--- config.mk ---
export PLATFORM = sky130hd
export DESIGN_NAME = tbt_ln
export DESIGN_NICKNAME = d
export VERILOG_FILES = /design/src/thermistor_beta_temperature_core_assert.svh /design/src/tbt_pkg.sv /design/src/tbt_ln.sv
export SDC_FILE = /design/constraint.sdc
export NUM_CORES = 1
export LEC_CHECK = 0
export BUFFER_PORTS_ARGS = -buffer_cell sky130_fd_sc_hd__buf_2
export CAP_MARGIN = 40
export CORE_UTILIZATION = 40
export CTS_BUF_LIST = sky130_fd_sc_hd__clkbuf_16
export DETAILED_ROUTE_END_ITERATION = 6
export GPL_TIMING_DRIVEN = 0
export SLEW_MARGIN = 20
export SYNTH_ARGS = -nofsm -noshare
export SYNTH_HDL_FRONTEND = slang
export SYNTH_SLANG_ARGS = --single-unit
--- constraint.sdc ---
create_clock -name clk_i -period 14.1 [get_ports clk_i]
set_input_delay 1.41 -clock clk_i [delete_from_list [all_inputs] [get_ports clk_i]]
set_output_delay 1.41 -clock clk_i [all_outputs]
set_load 0.005 [all_outputs]
--- src/thermistor_beta_temperature_core_assert.svh ---
// Assertion macros used by the thermistor temperature core RTL.
`ifndef THERMISTOR_BETA_TEMPERATURE_CORE_ASSERT_SVH
`define THERMISTOR_BETA_TEMPERATURE_CORE_ASSERT_SVH

`ifndef NO_ASSERTIONS
`define TBT_ASSERT_IMPLY(label, clk, rst_n, ante, cons) \
  label: assert property (@(posedge clk) disable iff (!rst_n) (ante) |-> (cons)) \
    else $error("assertion failed");
`define TBT_ASSERT_NEXT(label, clk, rst_n, ante, cons) \
  label: assert property (@(posedge clk) disable iff (!rst_n) (ante) |=> (cons)) \
    else $error("assertion failed");
`else
`define TBT_ASSERT_IMPLY(label, clk, rst_n, ante, cons)
`define TBT_ASSERT_NEXT(label, clk, rst_n, ante, cons)
`endif

`endif

--- src/tbt_pkg.sv ---
// Constants, types and tables of the thermistor temperature pipeline.
`default_nettype none
package tbt_pkg;

  localparam int ADC_BITS_DEF = 12;
  localparam int B_W          = 14;
  localparam int RD_W         = 20;
  localparam int RN_W         = 20;
  localparam int C_W          = 16;
  localparam int TEMP_W       = 15;
  localparam int QBITS        = 15;
  localparam int LN2_Q16      = 45426;

  localparam logic [B_W-1:0]  BETA_RST = 14'd3950;
  localparam logic [RD_W-1:0] RDIV_RST = 20'd10000;
  localparam logic [RN_W-1:0] RNOM_RST = 20'd10000;
  localparam logic [C_W-1:0]  TNOM_RST = 16'd29815;

  localparam logic [TEMP_W-1:0] TEMP_MAX = 15'h3FFF;
  localparam logic [TEMP_W-1:0] TEMP_MIN = 15'h6000;
  localparam logic [QBITS-1:0]  QPOS_MAX = 15'd16383;
  localparam logic [QBITS-1:0]  QNEG_MAX = 15'd8192;

  typedef enum logic [1:0] {
    REG_BETA = 2'd0,
    REG_RDIV = 2'd1,
    REG_RNOM = 2'd2,
    REG_TNOM = 2'd3
  } reg_addr_e;

  typedef struct packed {
    logic vld;
    logic sp;
    logic np;
    logic neg;
    logic ovf;
  } ctl_t;

  function automatic int ln_width(input int xw);
    return $clog2(xw * LN2_Q16 + 1);
  endfunction

  // round(65536 * ln(1 + i/16))
  function automatic logic [15:0] ln_tab(input logic [4:0] i);
    logic [15:0] r;
    case (i)
      5'd0:  r = 16'd0;
      5'd1:  r = 16'd3973;
      5'd2:  r = 16'd7719;
      5'd3:  r = 16'd11262;
      5'd4:  r = 16'd14624;
      5'd5:  r = 16'd17821;
      5'd6:  r = 16'd20870;
      5'd7:  r = 16'd23783;
      5'd8:  r = 16'd26573;
      5'd9:  r = 16'd29248;
      5'd10: r = 16'd31818;
      5'd11: r = 16'd34292;
      5'd12: r = 16'd36675;
      5'd13: r = 16'd38975;
      5'd14: r = 16'd41196;
      5'd15: r = 16'd43345;
      5'd16: r = 16'd45426;
      default: r = 16'd0;
    endcase
    return r;
  endfunction

endpackage
`default_nettype wire

--- src/tbt_ln.sv ---
// Three-stage natural logarithm in Q16 by leading-one search, table and interpolation.
`default_nettype none
module tbt_ln import tbt_pkg::*; #(
  parameter int XW = RD_W + ADC_BITS_DEF
) (
  input  logic                      clk_i,
  input  logic [XW-1:0]             v_i,
  output logic [ln_width(XW)-1:0]   base_o,
  output logic [11:0]               frac_o
);

  localparam int E_W  = $clog2(XW);
  localparam int LN_W = ln_width(XW);

  logic [E_W-1:0]  e_d, e1_q, e2_q;
  logic [XW-1:0]   v1_q, norm_q;
  logic [3:0]      idx;
  logic [15:0]     rem;
  logic [11:0]     diff;
  logic [27:0]     prod;
  logic [LN_W-1:0] base_q;
  logic [11:0]     frac_q;

  // top set bit
  always_comb begin
    e_d = '0;
    for (int i = 0; i < XW; i++) begin
      if (v_i[i]) begin
        e_d = E_W'(i);
      end
    end
  end

  assign idx  = norm_q[XW-2 -: 4];
  assign rem  = norm_q[XW-6 -: 16];
  assign diff = 12'(ln_tab({1'b0, idx} + 5'd1) - ln_tab({1'b0, idx}));
  assign prod = 28'(diff) * 28'(rem);

  always_ff @(posedge clk_i) begin
    e1_q   <= e_d;
    v1_q   <= v_i;
    e2_q   <= e1_q;
    norm_q <= v1_q << (E_W'(XW - 1) - e1_q);
    base_q <= LN_W'(e2_q) * LN_W'(LN2_Q16) + LN_W'(ln_tab({1'b0, idx}));
    frac_q <= prod[27:16];
  end

  assign base_o = base_q;
  assign frac_o = frac_q;

endmodule
`default_nettype wire

# Yosys cells after proc, flatten, opt, wreduce, memory -nomap -nowiden
# Memories as Yosys holds them, arrays and structs flattened. A register that Yosys moved wholly into a read port is not among the register bits.
# Index checks and enable logic that the tools add are counted.
[op_classes]
add_sub_neg = 4
mul = 2
shift = 1
n_mux = 30
reduce_logical = 4
[op_table]
columns = ["op", "count"]
rows = [
  ["$mux 5", 14],
  ["$mux 4", 8],
  ["$shl 32x5->31", 1],
  ["$mul 12x16->28", 1],
  ["$add 21x16->21", 1],
  ["$mul 5x15->20 const B", 1],
  ["$reduce_or 16->1", 1],
  ["$mux 3", 4],
  ["$sub 12x12->12", 1],
  ["$reduce_or 8->1", 1],
  ["$add 4x1->5 const B", 1],
  ["$sub 5x5->5 const A", 1],
  ["$mux 2", 2],
  ["$reduce_or 4->1", 1],
  ["$mux 1", 2],
  ["$reduce_or 2->1", 1],
]
[word_totals]
register_bits = 106
romBits = 1024
input_bits = 33
out_inout_bits = 33
elab_cells = 54
mem_count = 3
[memory_table]
columns = ["memory", "depth", "word_bits", "rd", "rd_clocked_by_memory_dff", "wr", "line", "source"]
rows = [
  ["(no name shown)", 32, 16, 1, 0, 0, "tbt_pkg.sv:46", "case (i)"],
  ["(no name shown)", 16, 16, 1, 1, 0, "tbt_pkg.sv:46", ""],
  ["(no name shown)", 16, 16, 1, 1, 0, "tbt_pkg.sv:46", ""],
]

# Longest topological paths before layout
[depth]
depth_word = 30
mapped_depth = 38
depth_no_buf = 36

# Worst setup path after synthesis
# Ideal clock, no wire load.
[synth_path]
path_type = "reg-to-reg"
startpoint = "reg norm_q[28]"
endpoint = "reg frac_q[11] (netlist: frac_o[11])"
setup_time_ns = 0.072
arrival_ns = 7.784
required_ns = 14.028
path_slack_ns = 6.244
path_stages_with_launch = 32
n_path_buf = 2
synth_period_minus_slack_ns = 7.856
path_cell_list = "dfxtp_1 -> ha_1 -> inv_1 -> ha_1 -> clkbuf_1 -> mux2_2 -> a211oi_1 -> a211oi_1 -> ha_1 -> nor2b_1 -> o21ai_0 -> a21boi_0 -> o21ai_1 -> a21oi_1 -> o21a_1 -> o311ai_1 -> buf_2 -> and2_1 -> fa_1 -> fa_1 -> fa_1 -> fa_1 -> fa_1 -> ha_1 -> a211oi_1 -> nand2_1 -> a211oi_1 -> a21o_1 -> a31oi_1 -> a211o_1 -> a21oi_1 -> xnor2_1"
[synth_via]
elab_chain_len = 4
[synth_lines]
columns = ["item", "line", "source"]
rows = [
  ["from (decl)", "tbt_ln.sv:16", "logic [XW-1:0] v1_q, norm_q;"],
  ["from (signal assigned)", "tbt_ln.sv:43", "norm_q <= v1_q << (E_W'(XW - 1) - e1_q);"],
  ["$add 4x1->5", "tbt_ln.sv:36", "assign diff = 12'(ln_tab({1'b0, idx} + 5'd1) - ln_tab({1'b0, idx}));"],
  ["$mem_v2 32x16", "-", ""],
  ["$sub 12x12->12", "tbt_ln.sv:36", ""],
  ["$mul 12x16->28", "tbt_ln.sv:37", "assign prod = 28'(diff) * 28'(rem);"],
  ["named net prod[27]", "tbt_ln.sv:20", "logic [27:0] prod;"],
  ["to (signal assigned)", "tbt_ln.sv:45", "frac_q <= prod[27:16];"],
  ["to (decl)", "tbt_ln.sv:22", "logic [11:0] frac_q;"],
]
# The timed path passes the listed nets, and every way through them passes these cells.
# A chain may end at the register's enable or synchronous reset.

# Worst setup path after layout
# Ends and elaborated chain as after synthesis.

==> flow_summary.ini <==
[die]
core_sq_um = 31600
start_util = 0.406
die-area_sq_um = 32700
die_h_um = 181
die_width_um = 181
row_count = 65
pin_count = 66

[setup_path]
cp_max_fo = 10
crit_slowest_cell = fa_1
critPathLaunchType = register
worst_ep_required_time_ps = 14390
worstPathArrival_ps = 9760
slowest_delay_ps = 550
crit_family = adder cells
end_kind = register
crit_type = reg2reg
crit_buf_inv = 7
crit_path_frequent_cell = fa_1

[finish]
area_growth_pct = 8.98
fin_nets = 1827
postLayoutCellArea_sq_um = 14000
drive_gt1_frac = 0.0983
n_antenna_cell = 0

[timing]
tightest_slew_ps = 845
period_share = 0.672
fin_skew_ps = 12.5
slew_headroom = 0.436
final-hold-violation-count = 0
tns_ps = 0
post-route-min-period_ps = 9470
timing.final.max_slew_violations = 0
fmax_mhz = 106
rsz0062_at_grt = no
finalSetupViolCount = 0
hold_ws_ps = 370

[logic_synthesis]
synth.avg_cell_area_sq_um = 8.93
synthDominantCellAreaShare = 0.233
synth_edf_count = 0
synth.most_common_cell = inv_1
synthTopCellsByArea = fa_1, dfxtp_1, ha_1
netlist_top_cells_count = inv_1, nand2_1, fa_1
synth_cells = 1434
synth-seq-area-share = 0.172
synth.largest_area_cell = fa_1
synth_cell_types = 74
synth_ff_type = dfxtp_1
syn-num-nets = 1750
synth-seq-cells = 110
yosysWarnings = 0
synth_area_sq_um = 12800
async_reset_ff_frac = 0

[clocking]
cts_hold_buf = 0
clock_latency_ps = 370
cts_tree = built
postCtsResizedCells = 0
cts.path.max_buffers = 2
clk_pin_slew_ps = 80
cts_made_buffers = 9
htreeDepth = 3
post_cts_buffers = 0
root_buffer = clkbuf_16
cts.sinks = 110

[drt]
vias_per_cell = 5.12
drt_iter0_markers = 506
num_vias = 9821
routedWlPerCell_um = 15.2
dr.pass1.iters = 5
route.detailed.drc = 0
antenna_left = 0
wl_um = 29200

[global_route]
grt_overflow = 0
grt_usage = 0.191
antenna_found_initial = 0
grt_start_max_net_pins = 20
grt_pass1_vias = 10100
grt_pass1_wl_um = 50100

[place]
placed_cell_area_sq_um = 13600
gp_congestion = 0.891
dp_hpwl_um = 24100
io_buffers = 65

[min_path]
hp-class = reg2reg

[job]
cap_violations = 0

[outcome]
outcome = completed
==> per-layer routing <==
metal | up-vias | GRT usage | part of all wire
li1 | 4852 | - | -
met1 | 4714 | 0.268 | 0.49
met2 | 206 | 0.304 | 0.44
met3 | 49 | 0.0222 | 0.036
met4 | 0 | 0.0677 | 0.025
met5 | - | 0 | 0
==> layout make-up <==
cell class	count	area, sq um
clock buffer	9	225
multi-input combinational	1044	9500
clock inverter	7	83.8
timing repair buffer	66	330
sequential	110	2200
fill	3118	17600
tap	402	503
inverter	220	827
buffer	60	287
==> layout by cell type, fill, tap and decap left out, types with 10 or more instances in the layout <==
master    instances
nor2_1           84
o211ai_1         11
nand2_1         168
mux4_2           21
a21o_1           11
dfxtp_1         110
o21a_1           10
o21ai_0          57
inv_1           216
nand2b_1         36
a211oi_1         16
nor3_1           11
xnor2_1          30
clkbuf_1         37
xor2_1           17
nand3_1          18
and2_1           48
mux2i_1          32
nor2b_1          14
fa_1            149
o31ai_1          10
and3_1           15
a21oi_1          59
buf_2            79
ha_1            134
==> metrics by stage <==
step                      cells  setup slack [ps]   util
after floorplan            1434              6240      -
after global placement     1901              4260  0.432
after detailed placement   1902              4590  0.432
after CTS                  1918              4530  0.442
after global routing       1918              3820  0.442
final                      1918              4630  0.442
==> logic make-up (layout without fill, tap and decap cells) <==
| family | after synthesis | in the layout | share of synthesized area |
|---|---|---|---|
| multiplexers | 67 | 67 | 0.0770 |
| AND/OR/NAND/NOR | 415 | 415 | 0.152 |
| buffers and inverters | 280 | 362 | 0.0870 |
| flip-flops | 110 | 110 | 0.172 |
| XOR/XNOR | 47 | 47 | 0.0322 |
| adder cells (fa/ha/maj) | 283 | 283 | 0.364 |
| AO/OA/AOI/OAI | 232 | 232 | 0.116 |
==> worst paths after layout <==
| kind | startpoint | slack (ps) | end | depth (start not counted) |
|---|---|---|---|---|
| worst min register to register | e1_q[1] | 370 | e2_q[1] | 0 |
| worst max-delay path | norm_q[28] | 4630 | frac_o[11] | 34 |
| worst max register to register | norm_q[28] | 4630 | frac_o[11] | 34 |
| worst min-delay path | e1_q[1] | 370 | e2_q[1] | 0 |
Power is not shown: default switching activity piles up to over one toggle a cycle in this logic, so the estimate is an artifact.
